**src/valve_flow_safety_timer_top_macros.svh**
```systemverilog
// Assertion macros for the valve flow safety timer.
`ifndef VALVE_FLOW_SAFETY_TIMER_TOP_MACROS_SVH
`define VALVE_FLOW_SAFETY_TIMER_TOP_MACROS_SVH
`ifndef SYNTHESIS
`define VFST_ASSERT(label, prop) \
    label: assert property (@(posedge clk) disable iff (!rst_n) prop) \
        else $error("valve timer check failed");
`define VFST_ASSERT_ALWAYS(label, prop) \
    label: assert property (@(posedge clk) prop) \
        else $error("valve timer check failed");
`else
`define VFST_ASSERT(label, prop)
`define VFST_ASSERT_ALWAYS(label, prop)
`endif
`endif

```
**src/vfst_pkg.sv**
```systemverilog
package vfst_pkg;

    localparam int FLOW_W     = 16;
    localparam int SECS_W     = 23;
    localparam int TIME_W     = 32;
    localparam int LIMIT_W    = 33;
    localparam int REQ_W      = 2;
    localparam int CAUSE_W    = 2;
    localparam int CFG_IDX_W  = 3;
    localparam int CFG_DATA_W = 23;

    localparam logic [REQ_W-1:0] REQ_LOOP  = 2'd0;
    localparam logic [REQ_W-1:0] REQ_OPEN  = 2'd1;
    localparam logic [REQ_W-1:0] REQ_CLOSE = 2'd2;
    localparam logic [REQ_W-1:0] REQ_AUTO  = 2'd3;

    localparam logic [CAUSE_W-1:0] CAUSE_NONE     = 2'd0;
    localparam logic [CAUSE_W-1:0] CAUSE_IDLE     = 2'd1;
    localparam logic [CAUSE_W-1:0] CAUSE_MAX_OPEN = 2'd2;
    localparam logic [CAUSE_W-1:0] CAUSE_INVALID  = 2'd3;

    localparam logic [CFG_IDX_W-1:0] REG_FLOW_THRESHOLD   = 3'd0;
    localparam logic [CFG_IDX_W-1:0] REG_IDLE_TIMEOUT     = 3'd1;
    localparam logic [CFG_IDX_W-1:0] REG_MAX_OPEN         = 3'd2;
    localparam logic [CFG_IDX_W-1:0] REG_TIMEOUT_CLR_AUTO = 3'd3;
    localparam logic [CFG_IDX_W-1:0] REG_TIMEOUT_ALERT    = 3'd4;
    localparam logic [CFG_IDX_W-1:0] REG_FLOW_TRIGGER     = 3'd5;

    localparam logic [FLOW_W-1:0] FLOW_THRESHOLD_RST = 16'd256;

    typedef struct packed {
        logic [FLOW_W-1:0]  flow_threshold;
        logic [LIMIT_W-1:0] idle_limit_ms;
        logic [LIMIT_W-1:0] open_time_limit_ms;
        logic               timeout_clears_auto;
        logic               timeout_alert_enable;
        logic               flow_trigger_select;
    } cfg_t;

    typedef struct packed {
        logic [REQ_W-1:0]  req_type;
        logic [TIME_W-1:0] now_ms;
        logic [FLOW_W-1:0] flow_rate;
        logic              auto_enable;
    } req_t;

    typedef struct packed {
        logic               valve_is_open;
        logic               auto_mode_on;
        logic [CAUSE_W-1:0] safety_close_cause;
        logic               alert_raised;
    } res_t;

    // seconds * 1000 = s*1024 - s*16 - s*8, exact in 33 bits
    function automatic logic [LIMIT_W-1:0] secs_to_ms(input logic [SECS_W-1:0] secs);
        logic [LIMIT_W-1:0] s;
        s = {{(LIMIT_W-SECS_W){1'b0}}, secs};
        return (s << 10) - (s << 4) - (s << 3);
    endfunction

endpackage

```
**src/valve_flow_safety_timer_top.sv**
```systemverilog
// A request accepted into the request register moves on to the result register once the output is free.
// Throughput: one request per cycle while out_ready is not stalling; a request register feeds the step logic,
// which updates valve state and loads the result register in the same edge.
// Reset (async, active low): valve closed, auto mode on, threshold 1.0 l/min,
// both timeouts off, alerts on, flow trigger selected, both stages empty.
`include "valve_flow_safety_timer_top_macros.svh"

module valve_flow_safety_timer_top
    import vfst_pkg::*;
(
    input  logic                  clk,
    input  logic                  rst_n,
    input  logic                  cfg_we,
    input  logic [CFG_IDX_W-1:0]  cfg_index,
    input  logic [CFG_DATA_W-1:0] cfg_data,
    input  logic                  in_valid,
    output logic                  in_ready,
    input  logic [REQ_W-1:0]      req_type,
    input  logic [TIME_W-1:0]     now_ms,
    input  logic [FLOW_W-1:0]     flow_rate,
    input  logic                  auto_enable,
    output logic                  out_valid,
    input  logic                  out_ready,
    output logic                  valve_is_open,
    output logic                  auto_mode_on,
    output logic [CAUSE_W-1:0]    safety_close_cause,
    output logic                  alert_raised
);

    cfg_t cfg;
    req_t req_reg;
    res_t res_next;
    res_t res_reg;
    logic in_valid_reg;
    logic out_valid_reg;
    logic out_free;
    logic fire;
    logic res_has_cause;

    assign out_free = !out_valid_reg || out_ready;
    assign fire     = in_valid_reg && out_free;
    assign in_ready = !in_valid_reg || fire;

    vfst_cfg u_cfg (
        .clk       (clk),
        .rst_n     (rst_n),
        .cfg_we    (cfg_we),
        .cfg_index (cfg_index),
        .cfg_data  (cfg_data),
        .cfg       (cfg)
    );

    vfst_step u_step (
        .clk      (clk),
        .rst_n    (rst_n),
        .fire     (fire),
        .cfg      (cfg),
        .req      (req_reg),
        .res_next (res_next)
    );

    always_ff @(posedge clk or negedge rst_n)
    begin
        if (!rst_n)
        begin
            in_valid_reg  <= 1'b0;
            out_valid_reg <= 1'b0;
        end
        else
        begin
            if (in_ready)
            begin
                in_valid_reg <= in_valid;
            end
            if (out_free)
            begin
                out_valid_reg <= fire;
            end
        end
    end

    always_ff @(posedge clk)
    begin
        if (in_valid && in_ready)
        begin
            req_reg.req_type    <= req_type;
            req_reg.now_ms      <= now_ms;
            req_reg.flow_rate   <= flow_rate;
            req_reg.auto_enable <= auto_enable;
        end
        if (fire)
        begin
            res_reg <= res_next;
        end
    end

    assign out_valid          = out_valid_reg;
    assign valve_is_open      = res_reg.valve_is_open;
    assign auto_mode_on       = res_reg.auto_mode_on;
    assign safety_close_cause = res_reg.safety_close_cause;
    assign alert_raised       = res_reg.alert_raised;

    assign res_has_cause = res_reg.safety_close_cause != CAUSE_NONE;

    `VFST_ASSERT(a_close_on_timeout, (out_valid_reg && res_has_cause) |-> !res_reg.valve_is_open)
    `VFST_ASSERT(a_alert_needs_cause, (out_valid_reg && res_reg.alert_raised) |-> res_has_cause)
    `VFST_ASSERT(a_stall_holds_request, (in_valid_reg && !out_free) |=> in_valid_reg)
    `VFST_ASSERT(a_cause_code, !out_valid_reg || (res_reg.safety_close_cause != CAUSE_INVALID))

endmodule

```
**src/vfst_cfg.sv**
```systemverilog
module vfst_cfg
    import vfst_pkg::*;
(
    input  logic                  clk,
    input  logic                  rst_n,
    input  logic                  cfg_we,
    input  logic [CFG_IDX_W-1:0]  cfg_index,
    input  logic [CFG_DATA_W-1:0] cfg_data,
    output cfg_t                  cfg
);

    cfg_t cfg_reg;

    // timeouts are kept in milliseconds so the per-request path only compares
    always_ff @(posedge clk or negedge rst_n)
    begin
        if (!rst_n)
        begin
            cfg_reg.flow_threshold       <= FLOW_THRESHOLD_RST;
            cfg_reg.idle_limit_ms        <= '0;
            cfg_reg.open_time_limit_ms   <= '0;
            cfg_reg.timeout_clears_auto  <= 1'b0;
            cfg_reg.timeout_alert_enable <= 1'b1;
            cfg_reg.flow_trigger_select  <= 1'b1;
        end
        else if (cfg_we)
        begin
            unique case (cfg_index)
                REG_FLOW_THRESHOLD:   cfg_reg.flow_threshold <= cfg_data[FLOW_W-1:0];
                REG_IDLE_TIMEOUT:     cfg_reg.idle_limit_ms <= secs_to_ms(cfg_data[SECS_W-1:0]);
                REG_MAX_OPEN:
                    cfg_reg.open_time_limit_ms <= secs_to_ms(cfg_data[SECS_W-1:0]);
                REG_TIMEOUT_CLR_AUTO: cfg_reg.timeout_clears_auto <= cfg_data[0];
                REG_TIMEOUT_ALERT:    cfg_reg.timeout_alert_enable <= cfg_data[0];
                REG_FLOW_TRIGGER:     cfg_reg.flow_trigger_select <= cfg_data[0];
                default:              ;
            endcase
        end
    end

    assign cfg = cfg_reg;

endmodule

```
**src/vfst_step.sv**
```systemverilog
module vfst_step
    import vfst_pkg::*;
(
    input  logic clk,
    input  logic rst_n,
    input  logic fire,
    input  cfg_t cfg,
    input  req_t req,
    output res_t res_next
);

    logic              open_reg, open_next;
    logic              auto_reg, auto_next;
    logic [TIME_W-1:0] opened_time_reg, opened_time_next;
    logic [TIME_W-1:0] last_flow_time_reg, last_flow_time_next;
    logic [TIME_W-1:0] idle_elapsed;
    logic [TIME_W-1:0] open_elapsed;
    logic [CAUSE_W-1:0] cause;
    logic              alert;
    logic              flowing;

    always_comb
    begin
        open_next           = open_reg;
        auto_next           = auto_reg;
        opened_time_next    = opened_time_reg;
        last_flow_time_next = last_flow_time_reg;
        idle_elapsed        = '0;
        open_elapsed        = '0;
        cause               = CAUSE_NONE;
        alert               = 1'b0;
        flowing             = req.flow_rate > cfg.flow_threshold;

        case (req.req_type)
            REQ_OPEN:
            begin
                if (!open_reg)
                begin
                    opened_time_next    = req.now_ms;
                    last_flow_time_next = req.now_ms;
                end
                open_next = 1'b1;
            end
            REQ_CLOSE:
            begin
                open_next           = 1'b0;
                opened_time_next    = '0;
                last_flow_time_next = '0;
            end
            REQ_AUTO:
            begin
                auto_next = req.auto_enable;
            end
            default:
            begin
                if (auto_reg && cfg.flow_trigger_select)
                begin
                    if (flowing && !open_reg)
                    begin
                        open_next           = 1'b1;
                        opened_time_next    = req.now_ms;
                        last_flow_time_next = req.now_ms;
                    end
                    else if (!flowing && open_reg)
                    begin
                        open_next           = 1'b0;
                        opened_time_next    = '0;
                        last_flow_time_next = '0;
                    end
                end
                if (open_next)
                begin
                    if (flowing)
                    begin
                        last_flow_time_next = req.now_ms;
                    end
                    // wrapping subtraction, compared against the exact 33-bit limit
                    idle_elapsed = req.now_ms - last_flow_time_next;
                    open_elapsed = req.now_ms - opened_time_next;
                    if ((cfg.idle_limit_ms != '0) &&
                        ({1'b0, idle_elapsed} >= cfg.idle_limit_ms))
                    begin
                        cause = CAUSE_IDLE;
                    end
                    else if ((cfg.open_time_limit_ms != '0) &&
                             ({1'b0, open_elapsed} >= cfg.open_time_limit_ms))
                    begin
                        cause = CAUSE_MAX_OPEN;
                    end
                    if (cause != CAUSE_NONE)
                    begin
                        open_next           = 1'b0;
                        opened_time_next    = '0;
                        last_flow_time_next = '0;
                        if (cfg.timeout_clears_auto)
                        begin
                            auto_next = 1'b0;
                        end
                        alert = cfg.timeout_alert_enable;
                    end
                end
            end
        endcase
    end

    always_ff @(posedge clk or negedge rst_n)
    begin
        if (!rst_n)
        begin
            open_reg           <= 1'b0;
            auto_reg           <= 1'b1;
            opened_time_reg    <= '0;
            last_flow_time_reg <= '0;
        end
        else if (fire)
        begin
            open_reg           <= open_next;
            auto_reg           <= auto_next;
            opened_time_reg    <= opened_time_next;
            last_flow_time_reg <= last_flow_time_next;
        end
    end

    assign res_next.valve_is_open      = open_next;
    assign res_next.auto_mode_on       = auto_next;
    assign res_next.safety_close_cause = cause;
    assign res_next.alert_raised       = alert;

endmodule

```
**config.mk**
```make
export PLATFORM = sky130hd
export DESIGN_NAME = valve_flow_safety_timer_top
export DESIGN_NICKNAME = d
export VERILOG_FILES = /design/src/vfst_pkg.sv /design/src/valve_flow_safety_timer_top.sv /design/src/vfst_cfg.sv /design/src/vfst_step.sv
export VERILOG_INCLUDE_DIRS = /design/src /design/src/src
export SDC_FILE = /design/constraint.sdc
export NUM_CORES = 1
export LEC_CHECK = 0
export BUFFER_PORTS_ARGS = -buffer_cell sky130_fd_sc_hd__buf_2
export CORE_MARGIN = 1.5
export CORE_UTILIZATION = 57
export DETAILED_ROUTE_END_ITERATION = 16
export PLACE_DENSITY = 0.84
export SYNTH_ARGS = -nofsm -noshare
export SYNTH_HDL_FRONTEND = slang
export SYNTH_SLANG_ARGS = --single-unit
```
**constraint.sdc**
```tcl
create_clock -name clk -period 6 [get_ports clk]
set_clock_uncertainty 0.05 [all_clocks]
set_input_delay 0.3 -clock clk [delete_from_list [all_inputs] [get_ports clk]]
set_output_delay 0.3 -clock clk [all_outputs]
set_load 0.05 [all_outputs]
```
* Word level (Yosys, flattened, before mapping)
Index checks and enable logic that the tools add are counted.
** Storage, ports and cells
- Register bits :: 209
- Bits in latches :: 0
- RAM bits :: 0
- Bits in read-only memories :: 0
- Input port bits :: 82
- Output and inout port bits :: 7
- Word-level logic and storage cells :: 99
- Memories :: 0
** Cells by class
- $add $sub $neg :: 4
- Multipliers :: 0
- Div/mod/pow operators :: 0
- Magnitude comparators :: 3
- Equal/unequal tests :: 9
- Shift operators :: 0
- Muxes and demuxes :: 32
- Bitwise logic cells :: 3
- Reduce and logical (&&, ||, !) cells :: 28
** Operator list (number)
- 2-to-1 mux 32 bit :: 15
- one-hot mux 32 bit (3 select lines) :: 2
- greater-or-equal comparator 32 x 33 -> 1 bit :: 2
- nonzero test 33 bit :: 2
- subtractor 32 bit :: 2
- subtractor 33 x 26 -> 33 bit :: 1
- subtractor 33 x 27 -> 33 bit :: 1
- > comparator 16 bit :: 1
- AND reduction 2 bit :: 6
- 2-to-1 mux 1 bit :: 9
- 2-to-1 mux 2 bit :: 4
- logical AND 1 bit :: 7
- equality test 3 x 2 -> 1 bit (second input constant) :: 2
- equality test 3 bit (second input constant) :: 2
- OR reduction 5 bit :: 1
- equality test 2 bit (second input constant) :: 2
- zero test 1 bit :: 4
- OR reduction 4 bit :: 1
- equality test 3 x 1 -> 1 bit (second input constant) :: 1
- zero test 3 bit :: 1
- inverter 1 bit :: 3
- one-hot mux 1 bit (3 select lines) :: 1
- AND reduction 3 bit :: 1
- OR reduction 3 bit :: 1
- other kinds (6) :: 7

* Longest topological paths before layout
Gate-level depths: netlist of run 1.
- Depth after elaboration :: 19
- Mapped depth :: 34
- Depth with buffers taken out :: 32

* Hierarchy
Synthesis of run 1 repeated with hierarchy kept, for this count alone.
** Second synthesis, totals
- Cells, all modules :: 1879
- Area total of the unflattened synthesis :: 16754.8 um^2
** Modules (own cells, without submodules)
- vfst_step :: times used 1, cells an instance 1248, area each 9750.6 um^2, seq. area each 1652.8 um^2
- vfst_cfg :: times used 1, cells an instance 567, area each 5218.8 um^2, seq. area each 1980.6 um^2
- valve_flow_safety_timer_top :: times used 1, cells an instance 64, area each 1785.5 um^2, seq. area each 1731.7 um^2

* Worst setup path before layout of run 1
No wires, ideal clock.
- Path kind :: register to register
- Start :: reg u_cfg.cfg_reg, in the netlist u_cfg.cfg[77]
- End :: reg u_step.last_flow_time_reg[31]
- Setup time :: 0.066 ns
- Arrival :: 6.404 ns
- Data required time :: 5.884 ns
- Setup slack :: -0.519 ns
- Stages on the path, launching flop included :: 31
- Path buffers :: 2
- Clock period less this slack :: 6.519 ns
- Path through :: dfstp_2 inv_1 ha_1 and3_1 nand4_1 or2_1 a31o_2 nor2_2 clkbuf_1 a22oi_1 a2bb2oi_1 ha_1 o41ai_1 a21oi_1 a2111oi_2 nor4_1 o311ai_1 a21boi_1 mux2i_1 o2111ai_1 ha_1 a21o_1 a221o_1 a221oi_1 o21a_1 a21oi_1 o21ai_2 nand3_1 o21ai_1 buf_2 a22o_1
** On the way
- Word-level cells in the longest chain between the ends :: 19
- Elaborated cells between the ends (all ways) :: 32
- Classes of those cells :: add/sub (2); order compare (3); mux (21); reduce/logical (6)
** Ends and longest elaborated chain
- from (decl) :: line vfst_cfg.sv:12 : cfg_t cfg_reg;
- > comparator 16 bit * :: line vfst_step.sv:32 : flowing = req.flow_rate > cfg.flow_threshold;
- zero test 1 bit :: line vfst_step.sv:64 : else if (!flowing && open_reg)
- logical AND 1 bit :: line vfst_step.sv:64
- 2-to-1 mux 32 bit :: line vfst_step.sv:64
- 2-to-1 mux 32 bit :: line vfst_step.sv:58 : if (flowing && !open_reg)
- 2-to-1 mux 32 bit :: line vfst_step.sv:56 : if (auto_reg && cfg.flow_trigger_select)
- 2-to-1 mux 32 bit :: line vfst_step.sv:73 : if (flowing)
- 2-to-1 mux 32 bit :: line vfst_step.sv:71 : if (open_next)
- (+3 left out)
- logical AND 1 bit :: line vfst_step.sv:80 : if ((cfg.idle_limit_ms != '0) &&
- 2-to-1 mux 2 bit :: line vfst_step.sv:80
- 2-to-1 mux 2 bit :: line vfst_step.sv:71
- 2-to-1 mux 2 bit :: line vfst_step.sv:34 : case (req.req_type)
- nonzero test 2 bit :: line vfst_step.sv:90 : if (cause != CAUSE_NONE)
- 2-to-1 mux 32 bit :: line vfst_step.sv:90
- 2-to-1 mux 32 bit * :: line vfst_step.sv:71
- one-hot mux 32 bit (3 select lines) * :: line vfst_step.sv:34
- to (signal assigned) :: line vfst_step.sv:120 : last_flow_time_reg <= last_flow_time_next;
- to (decl) :: line vfst_step.sv:15 : logic [TIME_W-1:0] last_flow_time_reg, last_flow_time_next;
Every way passes the cells marked *; elsewhere a longest branch is shown, timed or not. The select of a mux whose other input is x is not followed.
A chain may end at the register's enable or synchronous reset.

* Final worst setup path of run 1
- Start :: reg u_cfg.cfg_reg, in the netlist u_cfg.cfg[77]
- End :: reg u_step.last_flow_time_reg[15]
The elaborated chain is that of the path after synthesis.

==> results.py, run 1 <==
metrics = {
    "yosys": {
        "synth_top_area_cell": "dfrtp_1",
        "synth_top_area_frac": 0.230,
        "synth_area_leaders": "dfrtp_1 23%, ha_1 14%, edfxtp_1 11%, a21oi_1 5.3%, o21ai_0 3.3%",
        "synth-edff-count": 56,
        "ys_warn_count": 0,
        "syn-num-nets": 1999,
        "synth.yosys.seq_area_share": 0.344,
        "ys_ff_latch": 203,
        "synth-main-ff-cell": "dfrtp_1",
        "postSynthAreaPerCell_um2": 9.04,
        "syn_area_um2": 15600,
        "synthCells": 1723,
        "ys_async_sr_fraction": 0.724,
        "ys_types": 73,
    },
    "drt": {
        "drt_iter0_drc": 1421,
        "routedWlPerCell_um": 21.1,
        "dr_total_vias": 15400,
        "dr.pass1.iters": 8,
        "wl_mm": 50.5,
        "ant_nets": 0,
        "drc": 0,
        "via_per_inst": 6.46,
    },
    "critical_path": {
        "cpPeakStageDelay_ns": 0.53,
        "worst_path_most_repeated_cell": "buf_4",
        "cp_top_family": "compound AO/OA/AOI/OAI gates",
        "crit_buf_inv": 8,
        "cp_data_required_time_ns": 6.42,
        "critPathLaunchType": "register",
        "cp_max_fo": 20,
        "end_kind": "register",
        "slowest_stage": "dfstp_2",
        "path_class": "reg -> reg",
        "crit_arrival_ns": 7.31,
    },
    "pwr": {
        "ir_worst_vdd_v": 0.000394,
        "combPwrFrac": 0.616,
        "clkPwrFrac": 0.163,
        "p_total_mw": 9.59,
        "power_leakage_nw": 9.34,
        "power.internal_mw": 5.57,
        "switchingPower_mw": 4.02,
        "sequentialPowerShare": 0.220,
        "swShare": 0.419,
        "powerDensity_nw_per_um2": 479,
    },
    "flow_run": {
        "maxCapViolCount": 0,
    },
    "clock_tree": {
        "cts-root-buf": "clkbuf_16",
        "clk_pin_slew_worst_paths_ns": 0.07,
        "numCtsBuffers": 24,
        "cts_tree": "done",
        "cts.sinks": 203,
        "worst_skew_pair.late_latency_ns": 0.53,
        "htreeDepth": 1,
        "clockBufferDepth": 3,
    },
    "layout": {
        "antenna_cells": 0,
        "multiInputGateArea_um2": 10200,
        "n_fill_cell": 1842,
        "final_cell_area_um2": 20000,
        "area.sequential_um2": 5370,
        "syn_to_final_growth_pct": 28.6,
        "largest_reg_flops": 79,
        "mostFrequentLayoutCell": "buf_4",
        "layout_common_cells": "193 x buf_4, 166 x ha_1, 151 x a21oi_1",
        "nets": 2308,
        "drive_gt1_frac": 0.229,
    },
    "timing": {
        "timing.slew.headroom": 0.270,
        "fmax_mhz": 145,
        "rsz0062_at_grt": "yes",
        "period_share": 1.15,
        "whs_ns": -0.00125,
        "finalCriticalPeriod_ns": 6.89,
        "slew_viol_final": 0,
        "setup_ws_ns": -0.887,
        "worst_pin_slew_ns": 1.09,
        "setup_viol": 71,
        "finalHoldViolCount": 1,
    },
    "placed_design": {
        "placed_area_um2": 17700,
        "dp_hpwl_mm": 33.7,
        "port_buffers": 88,
        "gp_congestion": 0.943,
    },
    "outcome": {
        "violations": "negative hold slack, negative setup slack",
        "outcome": "complete, but fails checks",
    },
    "die": {
        "fp.dieH_um": 168,
        "dieArea_um2": 28300,
        "io_pins": 89,
        "initial_core_util": 0.580,
        "core_um2": 26900,
        "dieWidth_um": 168,
        "std_cell_rows": 60,
    },
    "global_route": {
        "globalRoute.totalOverflow": 0,
        "grt_pass1_vias": 15500,
        "antenna_found_initial": 0,
        "grt_pass1_wl_mm": 79.4,
        "grt_max_degree": 89,
        "track_usage": 0.351,
    },
    "hold_path": {
        "min_path_type": "in -> reg",
    },
}
[stage by stage]
stage	util	setup WS (ns)	std cells	TNS [ns]
4_1_cts	0.736	-0.715	2383	-45.47
2_1_floorplan	-	-0.133	1723	-6.43
3_3_place_gp	0.658	-0.748	2257	-46.18
3_5_place_dp	0.658	-0.849	2257	-54.96
6_report	0.745	-0.887	2391	-57.01
5_1_grt	0.745	-1.14	2391	-73.76
[final cells by class]
type / instances / area share
inverter: 125 / 0.0234
clock inverter: 10 / 0.00550
multi-input combinational: 1324 / 0.507
sequential: 203 / 0.268
tap: 341 / 0.0213
clock buffer: 34 / 0.0365
timing repair buffer: 354 / 0.138
[power by group through the flow]
stage,registers [mW],logic (mW),clock network [mW]
after floorplan,2.00,3.41,0
after global placement,2.09,4.89,0
after detailed placement,2.10,5.09,0
after CTS,2.08,5.61,1.56
after global routing,2.14,6.43,1.61
final,2.11,5.91,1.57
[worst reg2reg max path, delay by kind of cell, from the launching register on]
kind,cells,cell delay (ns)
simple gates,6,1.21
fa+ha+maj,3,0.76
buf+inv,8,1.20
xor+xnor,1,0.24
flops,1,0.53
compound gates,16,2.86
[worst paths after layout]
check                                    from                       endpoint  slack, ns  cells past startpoint
worst min-delay path             cfg_data[13]                  u_cfg.cfg[82]     -0.001                      3
worst max-delay path            u_cfg.cfg[77]  u_step.last_flow_time_reg[15]      -0.89                     34
min in group asynchronous               rst_n                  u_cfg.cfg[76]       0.37                      2
max in group asynchronous               rst_n                      out_valid       4.21                      3
worst min register to register   u_cfg.cfg[9]                   u_cfg.cfg[9]       0.43                      2
worst max register to register  u_cfg.cfg[77]  u_step.last_flow_time_reg[15]      -0.89                     34
[synth_stat cells, drive strengths merged (8+ instances only)]
cell type and instances:
ha 176, a21oi 165, dfrtp 143, nand2 131, o21ai 128, inv 125, nor2 85, a21o 58
edfxtp 56, clkbuf 54, xnor2 53, and3 50, a22oi 36, o22ai 33, a22o 32, a2bb2oi 32
nor3 30, nand3 29, nand4 22, o21a 20, xor2 20, fa 18, buf 17, nor4 17
and2 15, nand2b 14, nor2b 14, o211ai 14, a31oi 12, a21boi 9, o31ai 9, and4 8
or3 8
[metal layers]
metal | GRT usage | up-vias | wire [um]
met4 | 0.156 | 0 | 2460
met3 | 0.0407 | 192 | 3600
met1 | 0.440 | 7466 | 19700
met2 | 0.610 | 773 | 24700
met5 | 0 | - | 0
li1 | - | 7015 | -
[what timing repair did]
item | 4_1_cts | 5_1_grt
buffers inserted | 25 | 9
gates resized for setup | 85 | 37
hold buffers | 54 | 0
pin swaps | 35 | 47
gates cloned | 3 | 1
setup endpoints to repair | 71 | 71
hold endpoints to repair | 139 | 0
[kinds of logic (layout without fill, tap and decap cells)]
family,Yosys count,after routing,share of synthesized area
and+or+nand+nor,440,440,0.140
muxes,10,10,0.00666
AOI/OAI and AO/OA,607,607,0.255
buffers and inverters,196,523,0.0484
DFF,203,203,0.344
xor gates and xnor gates,73,73,0.0410
adders and majority gates,194,194,0.164
Power figures use the tool's default switching activity.
==> inputs of run 2 (changes only) <==
Settings changed: CORE_ASPECT_RATIO from default to 0.7, CORE_UTILIZATION 57 to 65, PLACE_DENSITY 0.84 to 0.9.
Clock period 6 ns to 8.7 ns, I/O delays scaled along.
==> run 2 against run 1 <==
  * The flow now finishes without violations
  * Setup slack improved by 2.0 ns
  * Largest power group unchanged
  * Sequential power fell by 32%
  * Wire length fell by 15%
  * Non-clock buffer count fell by 249
  * Highest routed layer unchanged
  * Sequential share of layout area rose by 4.8 points
  * Via count fell by 9.4%
  * Fmax fell by 9.3%
==> results.py, run 2 (same netlist as run 1, synthesis figures left out) <==
metrics = {
    "outcome": {
        "outcome": "complete, no violations",
    },
    "flow_run": {
        "maxCapViolCount": 0,
    },
    "hold_path": {
        "hold_start": "now_ms[24]",
        "hold_depth": 1,
        "min_path_type": "in -> reg",
    },
    "critical_path": {
        "critical_path.startpoint": "u_cfg.cfg[77]",
        "cp_data_required_time_ns": 9.11,
        "crit_arrival_ns": 8.00,
        "cp_max_fo": 32,
        "end_kind": "register",
        "cp_top_family": "compound AO/OA/AOI/OAI gates",
        "cpPeakStageDelay_ns": 0.56,
        "reg2reg_depth": 31,
        "regToRegStartpoint": "u_cfg.cfg[77]",
        "slowest_stage": "a31o_2",
        "cp.depth": 31,
        "path_class": "reg -> reg",
        "crit_buf_inv": 2,
        "critPathLaunchType": "register",
    },
    "clock_tree": {
        "post-cts-setup-buffers": 0,
        "worst_skew_pair.late_latency_ns": 0.54,
        "cts.sinks": 203,
        "cts_tree": "done",
        "clockBufferDepth": 3,
        "clk_pin_slew_worst_paths_ns": 0.06,
        "htreeDepth": 1,
        "numCtsBuffers": 22,
        "cts_resized": 0,
        "cts-root-buf": "clkbuf_16",
    },
    "global_route": {
        "antenna_found_initial": 1,
        "grt_pass1_vias": 13400,
        "globalRoute.totalOverflow": 0,
        "grt_max_degree": 81,
        "grt_pass1_wl_mm": 69.3,
        "track_usage": 0.345,
    },
    "drt": {
        "dr_total_vias": 14000,
        "ant_nets": 0,
        "met1Wirelength_mm": 18.6,
        "drt_iter0_drc": 1585,
        "wl_met2_mm": 18.5,
        "wl_mm": 42.8,
        "dr.pass1.iters": 6,
        "dr_wl_met3_mm": 4.53,
        "top_layer_used": "met4",
        "drc": 0,
        "via_per_inst": 6.61,
        "routedWlPerCell_um": 20.3,
    },
    "timing": {
        "setup_viol": 0,
        "rsz0062_at_grt": "no",
        "timing.slew.headroom": 0.241,
        "worst_pin_slew_ns": 1.14,
        "finalCriticalPeriod_ns": 7.59,
        "setup_tns_ns": 0,
        "fmax_mhz": 132,
        "whs_ns": 0.0254,
        "period_share": 0.873,
        "slew_viol_final": 0,
        "finalHoldViolCount": 0,
    },
    "die": {
        "std_cell_rows": 47,
        "fp.dieH_um": 133,
        "io_pins": 89,
        "initial_core_util": 0.661,
        "dieWidth_um": 188,
        "core_um2": 23600,
        "dieArea_um2": 24900,
    },
    "pwr": {
        "power.internal_mw": 3.04,
        "ir_worst_vdd_v": 0.000250,
        "switchingPower_mw": 2.35,
        "sequentialPowerShare": 0.267,
        "swShare": 0.435,
        "power_leakage_nw": 7.89,
        "clkPwrFrac": 0.169,
        "powerDensity_nw_per_um2": 318,
        "combPwrFrac": 0.564,
    },
    "layout": {
        "largest_reg_flops": 79,
        "nets": 2057,
        "drive_gt1_frac": 0.0935,
        "antenna_cells": 0,
        "mostFrequentLayoutCell": "ha_1",
        "layout_common_cells": "176 x ha_1, 164 x a21oi_1, 143 x dfrtp_1",
        "syn_to_final_growth_pct": 8.95,
    },
    "placed_design": {
        "gp_congestion": 0.959,
        "dp_hpwl_mm": 31.4,
        "port_buffers": 88,
    },
}
-- run 2: changes by cell type in the layout (fill, tap and decap cells not counted), sizes merged --
cell | previous run | this run
buf | 299 | 104
inv | 128 | 127
clkbuf | 35 | 31
clkinv | 4 | 6
dlygate4sd3 | 54 | 1
bufinv | 2 | 0
-- run 2: what timing repair did --
item / 4_1_cts / 5_1_grt
hold buffers: 1 / 0
hold endpoints to repair: 78 / 0
endpoints found under the setup margin: 0 / 0
-- run 2: final cells by class --
cell class                 instances  area, um^2
tap                              318         398
inverter                         125         469
timing repair buffer             105         577
sequential                       203        5370
clock buffer                      31         627
multi-input combinational       1324        9490
clock inverter                     9        51.3
fill                            1713        6600
-- run 2: power by group through the flow --
stage          combinational [mW]  clock (mW)  sequential [mW]
3_5_place_dp                 2.96           0             1.44
4_1_cts                      2.99       0.920             1.43
6_report                     3.04       0.911             1.44
5_1_grt                      3.38       0.954             1.46
2_1_floorplan                2.28           0             1.38
3_3_place_gp                 2.82           0             1.43
-- run 2: worst paths after layout --
kind / to / slack [ns]
hold reg to reg: u_cfg.cfg[7] / 0.44
min in group asynchronous: u_cfg.cfg[11] / 0.48
max in group asynchronous: u_step.last_flow_time_reg[29] / 6.67
setup reg to reg: u_step.last_flow_time_reg[2] / 1.11
hold / removal: req_reg[41] / 0.03
setup / recovery: u_step.last_flow_time_reg[2] / 1.11
-- run 2: per-stage QoR --
step | setup slack, ns | power [mW] | util | std cells | instance area [um^2]
after CTS | 1.18 | 5.34 | 0.720 | 2115 | 17000
after detailed placement | 1.22 | 4.39 | 0.691 | 2074 | 16300
after floorplan | 2.18 | 3.66 | - | 1723 | 15600
after global placement | 1.48 | 4.25 | 0.691 | 2074 | 16300
after global routing | 0.589 | 5.79 | 0.720 | 2115 | 17000
final | 1.11 | 5.39 | 0.720 | 2115 | 17000
-- run 2: routing by layer --
layer  vias to the layer above  track usage
li1                       6492            -
met1                      6658        0.486
met2                       736        0.525
met3                       104       0.0854
met4                         0        0.107
met5                         -            0
